File: config.mk
export PLATFORM = sky130hd
export DESIGN_NAME = lowercase_base64_encoder
export DESIGN_NICKNAME = d
export VERILOG_FILES = /design/src/design/lcb64_pkg.sv /design/src/design/lcb64_front.sv /design/src/design/lcb64_fifo.sv /design/src/design/lcb64_back.sv /design/src/design/lowercase_base64_encoder.sv
export SDC_FILE = /design/constraint.sdc
export NUM_CORES = 1
export LEC_CHECK = 0
export ABC_AREA = 1
export BUFFER_PORTS_ARGS = -buffer_cell sky130_fd_sc_hd__buf_2
export CAP_MARGIN = 20
export CORE_UTILIZATION = 55
export DETAILED_ROUTE_END_ITERATION = 6
export PLACE_DENSITY = 0.79
export SLEW_MARGIN = 0
export SYNTH_ARGS = -nofsm -noshare
export SYNTH_HDL_FRONTEND = slang
export SYNTH_SLANG_ARGS = --single-unit
export TNS_END_PERCENT = 5
File: constraint.sdc
create_clock -name aclk -period 2.54 [get_ports aclk]
set_input_delay 0.127 -clock aclk [delete_from_list [all_inputs] [get_ports aclk]]
set_output_delay 0.127 -clock aclk [all_outputs]
set_load 0.01 [all_outputs]
File: src/design/lcb64_pkg.sv
package lcb64_pkg;

    // Group queue between the byte collector and the character serializer.
    localparam int FifoDepth = 2;
    localparam int FifoPtrW  = $clog2(FifoDepth);
    localparam int FifoCntW  = $clog2(FifoDepth + 1);

    localparam logic [7:0] PadChar = 8'h6E;  // 'n'

    typedef struct packed {
        logic [7:0] data_byte;
        logic       last_byte;
    } in_item_t;

    typedef struct packed {
        logic [7:0] out_char;
        logic       last_char;
    } out_item_t;

    // One closed group: three bytes, number of pad characters, end-of-message mark.
    typedef struct packed {
        logic [23:0] word;
        logic [1:0]  pads;
        logic        last;
    } group_t;

    // Base64 alphabet folded to lower case.
    function automatic logic [7:0] map_char(input logic [5:0] v);
        logic [7:0] c;
        if (v inside {[6'd0:6'd25]}) begin
            c = 8'h61 + {2'b00, v};
        end else if (v inside {[6'd26:6'd51]}) begin
            c = 8'h61 + ({2'b00, v} - 8'd26);
        end else if (v inside {[6'd52:6'd61]}) begin
            c = 8'h30 + ({2'b00, v} - 8'd52);
        end else if (v == 6'd62) begin
            c = 8'h2B;
        end else begin
            c = 8'h2F;
        end
        return c;
    endfunction

endpackage

File: src/design/lcb64_front.sv
module lcb64_front (
    input  logic                aclk,
    input  logic                aresetn,
    input  logic                s_valid,
    output logic                s_ready,
    input  lcb64_pkg::in_item_t s_data,
    input  logic                q_full,
    output logic                q_push,
    output lcb64_pkg::group_t   q_group
);

    logic [15:0] held_bytes_reg, held_bytes_next;
    logic [1:0]  held_count_reg, held_count_next;
    logic        closes;
    logic        accept;

    assign s_ready = !q_full;
    assign accept  = s_valid && s_ready;
    assign closes  = s_data.last_byte || (held_count_reg == 2'd2);
    assign q_push  = accept && closes;

    always_comb begin
        q_group.last = s_data.last_byte;
        case (held_count_reg)
            2'd0: begin
                q_group.word = {s_data.data_byte, 16'h0000};
                q_group.pads = 2'd2;
            end
            2'd1: begin
                q_group.word = {held_bytes_reg[15:8], s_data.data_byte, 8'h00};
                q_group.pads = 2'd1;
            end
            default: begin
                q_group.word = {held_bytes_reg, s_data.data_byte};
                q_group.pads = 2'd0;
            end
        endcase
    end

    always_comb begin
        held_bytes_next = held_bytes_reg;
        held_count_next = held_count_reg;
        if (accept) begin
            if (closes) begin
                held_bytes_next = 16'h0000;
                held_count_next = 2'd0;
            end else if (held_count_reg == 2'd0) begin
                held_bytes_next = {s_data.data_byte, 8'h00};
                held_count_next = 2'd1;
            end else begin
                held_bytes_next = {held_bytes_reg[15:8], s_data.data_byte};
                held_count_next = 2'd2;
            end
        end
    end

    always_ff @(posedge aclk) begin
        if (!aresetn) begin
            held_bytes_reg <= 16'h0000;
            held_count_reg <= 2'd0;
        end else begin
            held_bytes_reg <= held_bytes_next;
            held_count_reg <= held_count_next;
        end
    end

endmodule

File: src/design/lcb64_fifo.sv
module lcb64_fifo (
    input  logic              aclk,
    input  logic              aresetn,
    input  logic              push,
    input  lcb64_pkg::group_t push_group,
    output logic              full,
    input  logic              pop,
    output logic              head_valid,
    output lcb64_pkg::group_t head_group
);

    lcb64_pkg::group_t entry_reg [lcb64_pkg::FifoDepth];

    logic [lcb64_pkg::FifoPtrW-1:0] wr_ptr_reg, wr_ptr_next;
    logic [lcb64_pkg::FifoPtrW-1:0] rd_ptr_reg, rd_ptr_next;
    logic [lcb64_pkg::FifoCntW-1:0] count_reg, count_next;
    logic                           do_push, do_pop;

    localparam logic [lcb64_pkg::FifoPtrW-1:0] LastPtr =
        lcb64_pkg::FifoPtrW'(lcb64_pkg::FifoDepth - 1);
    localparam logic [lcb64_pkg::FifoCntW-1:0] FullCnt =
        lcb64_pkg::FifoCntW'(lcb64_pkg::FifoDepth);

    assign full       = (count_reg == FullCnt);
    assign head_valid = (count_reg != '0);
    assign head_group = entry_reg[rd_ptr_reg];
    assign do_push    = push && !full;
    assign do_pop     = pop && head_valid;

    always_comb begin
        wr_ptr_next = wr_ptr_reg;
        rd_ptr_next = rd_ptr_reg;
        count_next  = count_reg;
        if (do_push) begin
            wr_ptr_next = (wr_ptr_reg == LastPtr) ? '0 : wr_ptr_reg + 1'b1;
        end
        if (do_pop) begin
            rd_ptr_next = (rd_ptr_reg == LastPtr) ? '0 : rd_ptr_reg + 1'b1;
        end
        if (do_push && !do_pop) begin
            count_next = count_reg + 1'b1;
        end else if (do_pop && !do_push) begin
            count_next = count_reg - 1'b1;
        end
    end

    always_ff @(posedge aclk) begin
        if (!aresetn) begin
            wr_ptr_reg <= '0;
            rd_ptr_reg <= '0;
            count_reg  <= '0;
        end else begin
            wr_ptr_reg <= wr_ptr_next;
            rd_ptr_reg <= rd_ptr_next;
            count_reg  <= count_next;
        end
    end

    always_ff @(posedge aclk) begin
        if (do_push) begin
            entry_reg[wr_ptr_reg] <= push_group;
        end
    end

endmodule

File: src/design/lcb64_back.sv
module lcb64_back (
    input  logic                 aclk,
    input  logic                 aresetn,
    input  logic                 head_valid,
    input  lcb64_pkg::group_t    head_group,
    output logic                 pop,
    output logic                 m_valid,
    input  logic                 m_ready,
    output lcb64_pkg::out_item_t m_data
);

    logic [1:0]           char_idx_reg, char_idx_next;
    logic                 m_valid_reg, m_valid_next;
    lcb64_pkg::out_item_t m_data_reg, m_data_next;
    logic [5:0]           sextet;
    logic                 is_pad;
    logic                 load;

    assign m_valid = m_valid_reg;
    assign m_data  = m_data_reg;

    // The output register takes a new character whenever a group is queued and the register is empty or being drained.
    assign load = head_valid && (!m_valid_reg || m_ready);
    assign pop  = load && (char_idx_reg == 2'd3);

    always_comb begin
        case (char_idx_reg)
            2'd0:    sextet = head_group.word[23:18];
            2'd1:    sextet = head_group.word[17:12];
            2'd2:    sextet = head_group.word[11:6];
            default: sextet = head_group.word[5:0];
        endcase
    end

    // Pads occupy the trailing positions of the group.
    assign is_pad = ({1'b0, char_idx_reg} + {1'b0, head_group.pads}) >= 3'd4;

    always_comb begin
        char_idx_next = char_idx_reg;
        m_valid_next  = m_valid_reg;
        m_data_next   = m_data_reg;
        if (load) begin
            char_idx_next         = char_idx_reg + 2'd1;
            m_valid_next          = 1'b1;
            m_data_next.out_char  = is_pad ? lcb64_pkg::PadChar : lcb64_pkg::map_char(sextet);
            m_data_next.last_char = head_group.last && (char_idx_reg == 2'd3);
        end else if (m_ready) begin
            m_valid_next = 1'b0;
        end
    end

    always_ff @(posedge aclk) begin
        if (!aresetn) begin
            char_idx_reg <= 2'd0;
            m_valid_reg  <= 1'b0;
        end else begin
            char_idx_reg <= char_idx_next;
            m_valid_reg  <= m_valid_next;
        end
    end

    always_ff @(posedge aclk) begin
        m_data_reg <= m_data_next;
    end

endmodule

File: src/design/lowercase_base64_encoder.sv
// Path: the byte that closes a group is written into the group queue; the first character
// of that group is then registered in the output register, and the other three follow it.
// Throughput: one byte per cycle in while the queue has room, one character per cycle out
// while m_ready is high and a group is queued; the serializer's output sets the sustained rate.
// Reset: synchronous, active low; clears the held bytes, the group queue and the output.
module lowercase_base64_encoder (
    input  logic                 aclk,
    input  logic                 aresetn,
    input  logic                 s_valid,
    output logic                 s_ready,
    input  lcb64_pkg::in_item_t  s_data,
    output logic                 m_valid,
    input  logic                 m_ready,
    output lcb64_pkg::out_item_t m_data
);

    lcb64_pkg::group_t push_group;
    lcb64_pkg::group_t head_group;
    logic              push;
    logic              full;
    logic              pop;
    logic              head_valid;

    lcb64_front u_front (
        .aclk    (aclk),
        .aresetn (aresetn),
        .s_valid (s_valid),
        .s_ready (s_ready),
        .s_data  (s_data),
        .q_full  (full),
        .q_push  (push),
        .q_group (push_group)
    );

    lcb64_fifo u_fifo (
        .aclk       (aclk),
        .aresetn    (aresetn),
        .push       (push),
        .push_group (push_group),
        .full       (full),
        .pop        (pop),
        .head_valid (head_valid),
        .head_group (head_group)
    );

    lcb64_back u_back (
        .aclk       (aclk),
        .aresetn    (aresetn),
        .head_valid (head_valid),
        .head_group (head_group),
        .pop        (pop),
        .m_valid    (m_valid),
        .m_ready    (m_ready),
        .m_data     (m_data)
    );

endmodule

### Word-level counts from Yosys, hierarchy flattened

Memories as Yosys holds them, arrays and structs flattened. A register that Yosys moved wholly into a read port is not among the register bits.
Index checks and enable logic that the tools add are counted.

* add/sub/neg operators: 11
* mux-type cells: 20
* reductions and logical operators: 25
* order comparisons: 7
* equal/unequal tests: 7

Operator list (number)
* $pmux 26 s2: 1
* $mux 16: 2
* $mux 8: 3
* $pmux 6 s3: 1
* $le 6x6->1 const B: 2
* $logic_and 1x1->1: 12
* $add 6x8->8 const A: 1
* $add 7x6->8 const A: 1
* $add 7x8->8 const A: 1
* $eq 2x2->1 const B: 4
* $mux 1: 8
* $mux 2: 4
* $reduce_bool 2->1: 4
* $sub 6x5->7 const B: 1
* $sub 6x6->7 const B: 1
* $eq 6x6->1 const B: 1
* $ge 6x1->1 const B: 1
* $ge 6x5->1 const B: 1
* $ge 6x6->1 const B: 1
* $le 6x5->1 const B: 1
* $add 2x1->2 const B: 2
* $eq 2x1->1 const B: 2
* $logic_not 1->1: 4
* $logic_not 2->1: 2
* other kinds (7): 9

* word-level logic and storage cells: 81
* memories: 1
* flip-flop bits (word level): 34
* output and inout port bits: 11
* memory bits (writable): 54

Memories
* u_fifo.entry_reg: depth 2, width 27, read ports 1, clocked after Yosys merged registers in 1, write ports 1, line lcb64_fifo.sv:12 `lcb64_pkg::group_t entry_reg [lcb64_pkg::FifoDepth];`

### Logic depth before layout (Yosys ltp)

* depth after elaboration: 9
* gate-level depth with buffers: 21

### Cells and area by module

From an unflattened synthesis, not the netlist that was laid out.

* cells, all modules: 463
* area total of the unflattened synthesis: 4710.8 um2

Modules (own cells, without submodules)
* lcb64_fifo: times used 1, area an instance 2297.2 um2, cells an instance 121
* lcb64_back: times used 1, area an instance 1406.3 um2, cells an instance 192
* lcb64_front: times used 1, area an instance 1007.2 um2, cells an instance 150

### Worst setup path after synthesis

Ideal clock, no wire load.

* kind: reg-to-reg
* start point: register u_front.held_count_reg[1]
* end point: memory u_fifo.entry_reg[1][0] (netlist name) (enable)
* cell stages (with the launch flop): 6
* setup slack: 61 ps
* arrival: 2066 ps
* path buffers: 1
* library setup time: 412 ps
* clock period less this slack: 2479 ps
* cells stage by stage: dfxtp_1 > clkbuf_1 > a21oi_1 > nor2_1 > inv_1 > nor2_1

* longest elaborated chain between the ends: 6

RTL lines
* from (decl): line lcb64_front.sv:13 `logic [1:0] held_count_reg, held_count_next;`
* from (signal assigned): line lcb64_front.sv:63 `held_count_reg <= held_count_next;`
* $eq 2x2->1: line lcb64_front.sv:19 `assign closes = s_data.last_byte || (held_count_reg == 2'd2);`
* $logic_or 1x1->1: line lcb64_front.sv:19
* $logic_and 1x1->1: line lcb64_front.sv:20 `assign q_push = accept && closes;`
* $logic_and 1x1->1: line lcb64_fifo.sv:27 `assign do_push = push && !full;`
* via u_fifo.do_push: line lcb64_fifo.sv:17 `logic do_push, do_pop;`
* $mux 1: line lcb64_fifo.sv:60 `if (do_push) begin`
* $mux 1 (implied by the code): line lcb64_fifo.sv:61 `entry_reg[wr_ptr_reg] <= push_group;`
* to (decl): line lcb64_fifo.sv:12

The timed path passes the listed nets, and every way through them passes these cells.

### Worst setup path in the final report

* start point: register u_back.char_idx_reg[1]
* end point: register u_back.m_data_reg (netlist bit u_back.m_data[3]) (data pin)

* longest elaborated chain between the ends: 7

RTL lines
* from (decl): line lcb64_back.sv:12 `logic [1:0] char_idx_reg, char_idx_next;`
* from (signal assigned): line lcb64_back.sv:57 `char_idx_reg <= char_idx_next;`
* $eq 2x2->1 (tied with other cells): line lcb64_back.sv:27 `case (char_idx_reg)`
* $pmux 6 s3: line lcb64_back.sv:27
* $sub 6x6->7 (tied with other cells): line lcb64_pkg.sv:35 `c = 8'h30 + ({2'b00, v} - 8'd52);`
* $add 6x8->8 (tied with other cells): line lcb64_pkg.sv:35
* $mux 8: line lcb64_pkg.sv:34 `end else if (v inside {[6'd52:6'd61]}) begin`
* $mux 8: line lcb64_pkg.sv:32 `end else if (v inside {[6'd26:6'd51]}) begin`
* $mux 8: line lcb64_pkg.sv:30 `if (v inside {[6'd0:6'd25]}) begin`
* to (signal assigned): line lcb64_back.sv:63 `m_data_reg <= m_data_next;`
* to (decl): line lcb64_back.sv:14 `lcb64_pkg::out_item_t m_data_reg, m_data_next;`

Several ways; a longest one is shown, not always the timed one.
A chain may end at the register's enable or synchronous reset.

==> reports/qor.csv <==
stage;metric;value;unit
floorplan;initial_core_util;57.3;%
detailed_routing;vias_per_cell;5.37;
logic_synthesis;syn_inst;512;
setup_path;reg2reg_to;u_back.m_data[3];
setup_path;crit_required;2.66;ns
setup_path;rrSetupSlack;0.05;ns
detailed_routing;dr.pass1.iters;6;
setup_path;crit_cells;13;
place;post-place-cells;639;
global_route;grt.total_usage;23.9;%
setup_path;cp_max_fo;9;
logic_synthesis;synthTopCellsByArea;edfxtp_1 42%, nand2_1 12%, dfxtp_1 12%;
setup_path;cp-start-kind;register;
final_layout;diodes;0;
logic_synthesis;synth-edff-count;63;
final_layout;fin_nets;590;
pwr;power;4.44;mW
logic_synthesis;synth-seq-cells;89;
run;maxCapViolCount;0;
floorplan;io-pin-count;24;
setup_path;crit_family;simple AND/OR/NAND/NOR gates;
sta;rsz0062_at_grt;true;
cts;path_clk_slew;0.09;ns
floorplan;die_h;92.2;microns
setup_path;critPathMaxStageDelay;0.39;ns
final_layout;regArea;2420;sq um
cts;clk_latency;0.36;ns
global_route;antenna_found_initial;0;
logic_synthesis;synth_common_cells;148 x nand2_1, 63 x edfxtp_1, 63 x inv_1, 37 x nand3_1, 37 x nor2_1;
logic_synthesis;avgSynthCellArea;8.74;sq um
pwr;p_leak;2.27;nW
global_route;grt_max_degree;28;
cts;h-tree-depth;3;
final_layout;largest_register_ffs;54;
logic_synthesis;yosysUniqueCellTypes;32;
floorplan;rows;32;
setup_path;r2r_start;u_back.char_idx_reg[1];
hold_path;hold_class;in2reg;
sta;finClkSkew;0.0104;ns
sta;finalHoldViolCount;0;
setup_path;critPathBufInv;2;
place;dp_hpwl;6750;microns
detailed_routing;drtAntennaViolNets;0;
pwr;powerDensity;839;nW/um^2
cts;cts_tree;yes;
pwr;ir_worst_vdd;0.533;mV
cts;cts_root_buffer;clkbuf_8;
global_route;grt_overflow;0;
sta;maxSlewViolCount;0;
detailed_routing;num_vias;3581;
logic_synthesis;synth.most_common_cell;nand2_1;
final_layout;multi_input_area;1870;sq um
setup_path;endpoint_kind;register;
detailed_routing;drt-wirelength-per-cell;15.5;microns
setup_path;cpMostUsedCell;nand2_1;
setup_path;cp.arrival;2.61;ns
global_route;grt_pass1_wl;15600;microns
final_layout;layoutNonFillerInstCount;667;
detailed_routing;drc_errors;0;
logic_synthesis;ys_seq_area_share;53.9;%
outcome;status;finished clean;
cts;clkSinkCount;89;
logic_synthesis;ys_warn_count;0;
logic_synthesis;synth_fp_nets;541;
sta;min_period;2.49;ns
sta;setup_viol;0;
hold_path;holdCritStartpoint;s_data[0];
sta;max_slew_margin;55.1;%
detailed_routing;wirelength;10300;microns
sta;fmax;401;MHz
sta;post-route-period-util;98.1;%
logic_synthesis;synth_area_leader_cell;edfxtp_1;
final_layout;syn2layout_area_growth;18.3;%
floorplan;die_area;8500;sq um
floorplan;die_w;92.2;microns
final_layout;n_fill_cell;591;
setup_path;timing.critical_path.to;u_back.m_data[3];
sta;tightestPinTransition;0.669;ns
setup_path;reg2regPathDepth;13;
place;gp_congestion;0.948;
detailed_routing;drt_iter0_drc;207;
setup_path;cp_slowest_cell;dfxtp_4;
place;io_buffers;23;
logic_synthesis;ys.flop_type;edfxtp_1;
floorplan;coreArea;7810;sq um
final_layout;layout-drive-gt1-share;21.2;%
global_route;grt_pass1_vias;3433;
logic_synthesis;synth-async-reset-ratio;0;%
logic_synthesis;yosysTopAreaCellShare;42.3;%
logic_synthesis;netlist_area;4470;sq um
cts;cts_buffers;9;
setup_path;crit_start;u_back.char_idx_reg[1];
setup_path;criticalPathCategory;reg2reg;
cts;clk_path_buf_depth;2;
setup_path;path_cells;buf_4 > ha_2 > buf_6 > nand2_1 > a21oi_2 > o21bai_4 > nand2_1 > nor2_4 > nor2_1 > nor2_2 > o21ai_0 > nand3_1 > nand2_1;
-- routing by layer --
metal	part of all wire, %	global-route usage (%)
met2	50	42.5
met4	3.9	10.5
met1	41	28.4
met3	5.2	3.90
met5	0	0
-- final cells by class --
cell class / instances / share of cell area [%]
inverter: 70 / 5.15
sequential: 89 / 45.8
clock inverter: 5 / 1.61
timing repair buffer: 51 / 6.83
multi-input combinational: 340 / 35.4
tap: 102 / 2.41
clock buffer: 10 / 2.81
-- power breakdown --
part / internal, mW / switching [mW] / leakage, nW
Clock: 0.618 / 0.517 / 0.120
Combinational: 0.585 / 0.964 / 1.34
Sequential: 1.71 / 0.0440 / 0.815
-- worst min path at each step --
stage | end | slack, ns | depth (start not counted)
floorplan | u_fifo.entry_reg[0][0] | 0.23 | 0
global placement | u_fifo.entry_reg[1][0] | 0.38 | 1
detailed placement | u_fifo.entry_reg[1][0] | 0.39 | 1
CTS | u_fifo.entry_reg[1][0] | 0.01 | 1
global route | u_fifo.entry_reg[0][0] | 0.01 | 1
finish | u_fifo.entry_reg[1][0] | 0.01 | 1
-- per-stage QoR --
stage | setup TNS (ns) | utilization (%) | hold WS [ns] | instance area, sq um | setup WS, ns
CTS | 0 | 64.6 | 0.0138 | 5040 | 0.00132
floorplan | 0 | - | 0.226 | 4470 | 0.0613
detailed placement | -0.152 | 61.2 | 0.385 | 4780 | -0.0823
finish | 0 | 67.8 | 0.0142 | 5290 | 0.0481
global route | -0.549 | 67.8 | 0.0100 | 5290 | -0.103
global placement | -0.00917 | 61.2 | 0.384 | 4780 | -0.00516
-- cell families after synthesis --
| group | Yosys count | share of synthesized area [%] |
|---|---|---|
| buffers and inverters | 83 | 7.41 |
| flip-flops | 89 | 53.9 |
| AND/OR/NAND/NOR | 241 | 22.7 |
| XOR/XNOR | 6 | 1.34 |
| adder cells (fa/ha/maj) | 16 | 4.47 |
| AO/OA/AOI/OAI | 77 | 10.2 |
-- worst register-to-register path, cell delays in order, from the launching register on --
cell and delay, ns:
dfxtp_4 0.39, buf_4 0.17, ha_2 0.23, buf_6 0.15, nand2_1 0.08, a21oi_2 0.19
o21bai_4 0.23, nand2_1 0.16, nor2_4 0.17, nor2_1 0.08, nor2_2 0.16, o21ai_0 0.10
nand3_1 0.09, nand2_1 0.06
-- cell usage in the layout (no fill, tap or decap), types with 4 or more instances in the layout --
cell type / n
nand2_1: 144
edfxtp_1: 63
inv_1: 61
nand3_1: 35
nor2_1: 33
a21oi_1: 28
o21ai_0: 27
buf_2: 23
buf_4: 23
dfxtp_1: 23
nand2_2: 11
clkbuf_8: 9
nor2_2: 8
ha_4: 7
ha_1: 7
o32ai_1: 5
inv_2: 4
a21oi_2: 4
nand2_4: 4
-- timing repair --
item / in CTS / in global routing
buffers inserted: 0 / 13
pin swaps: 0 / 10
hold endpoints to repair: 0 / 0
endpoints found under the setup margin: 3 / 8
gates resized for setup: 7 / 40
hold buffers: 0 / 0
(Power assumes the default switching activity.)
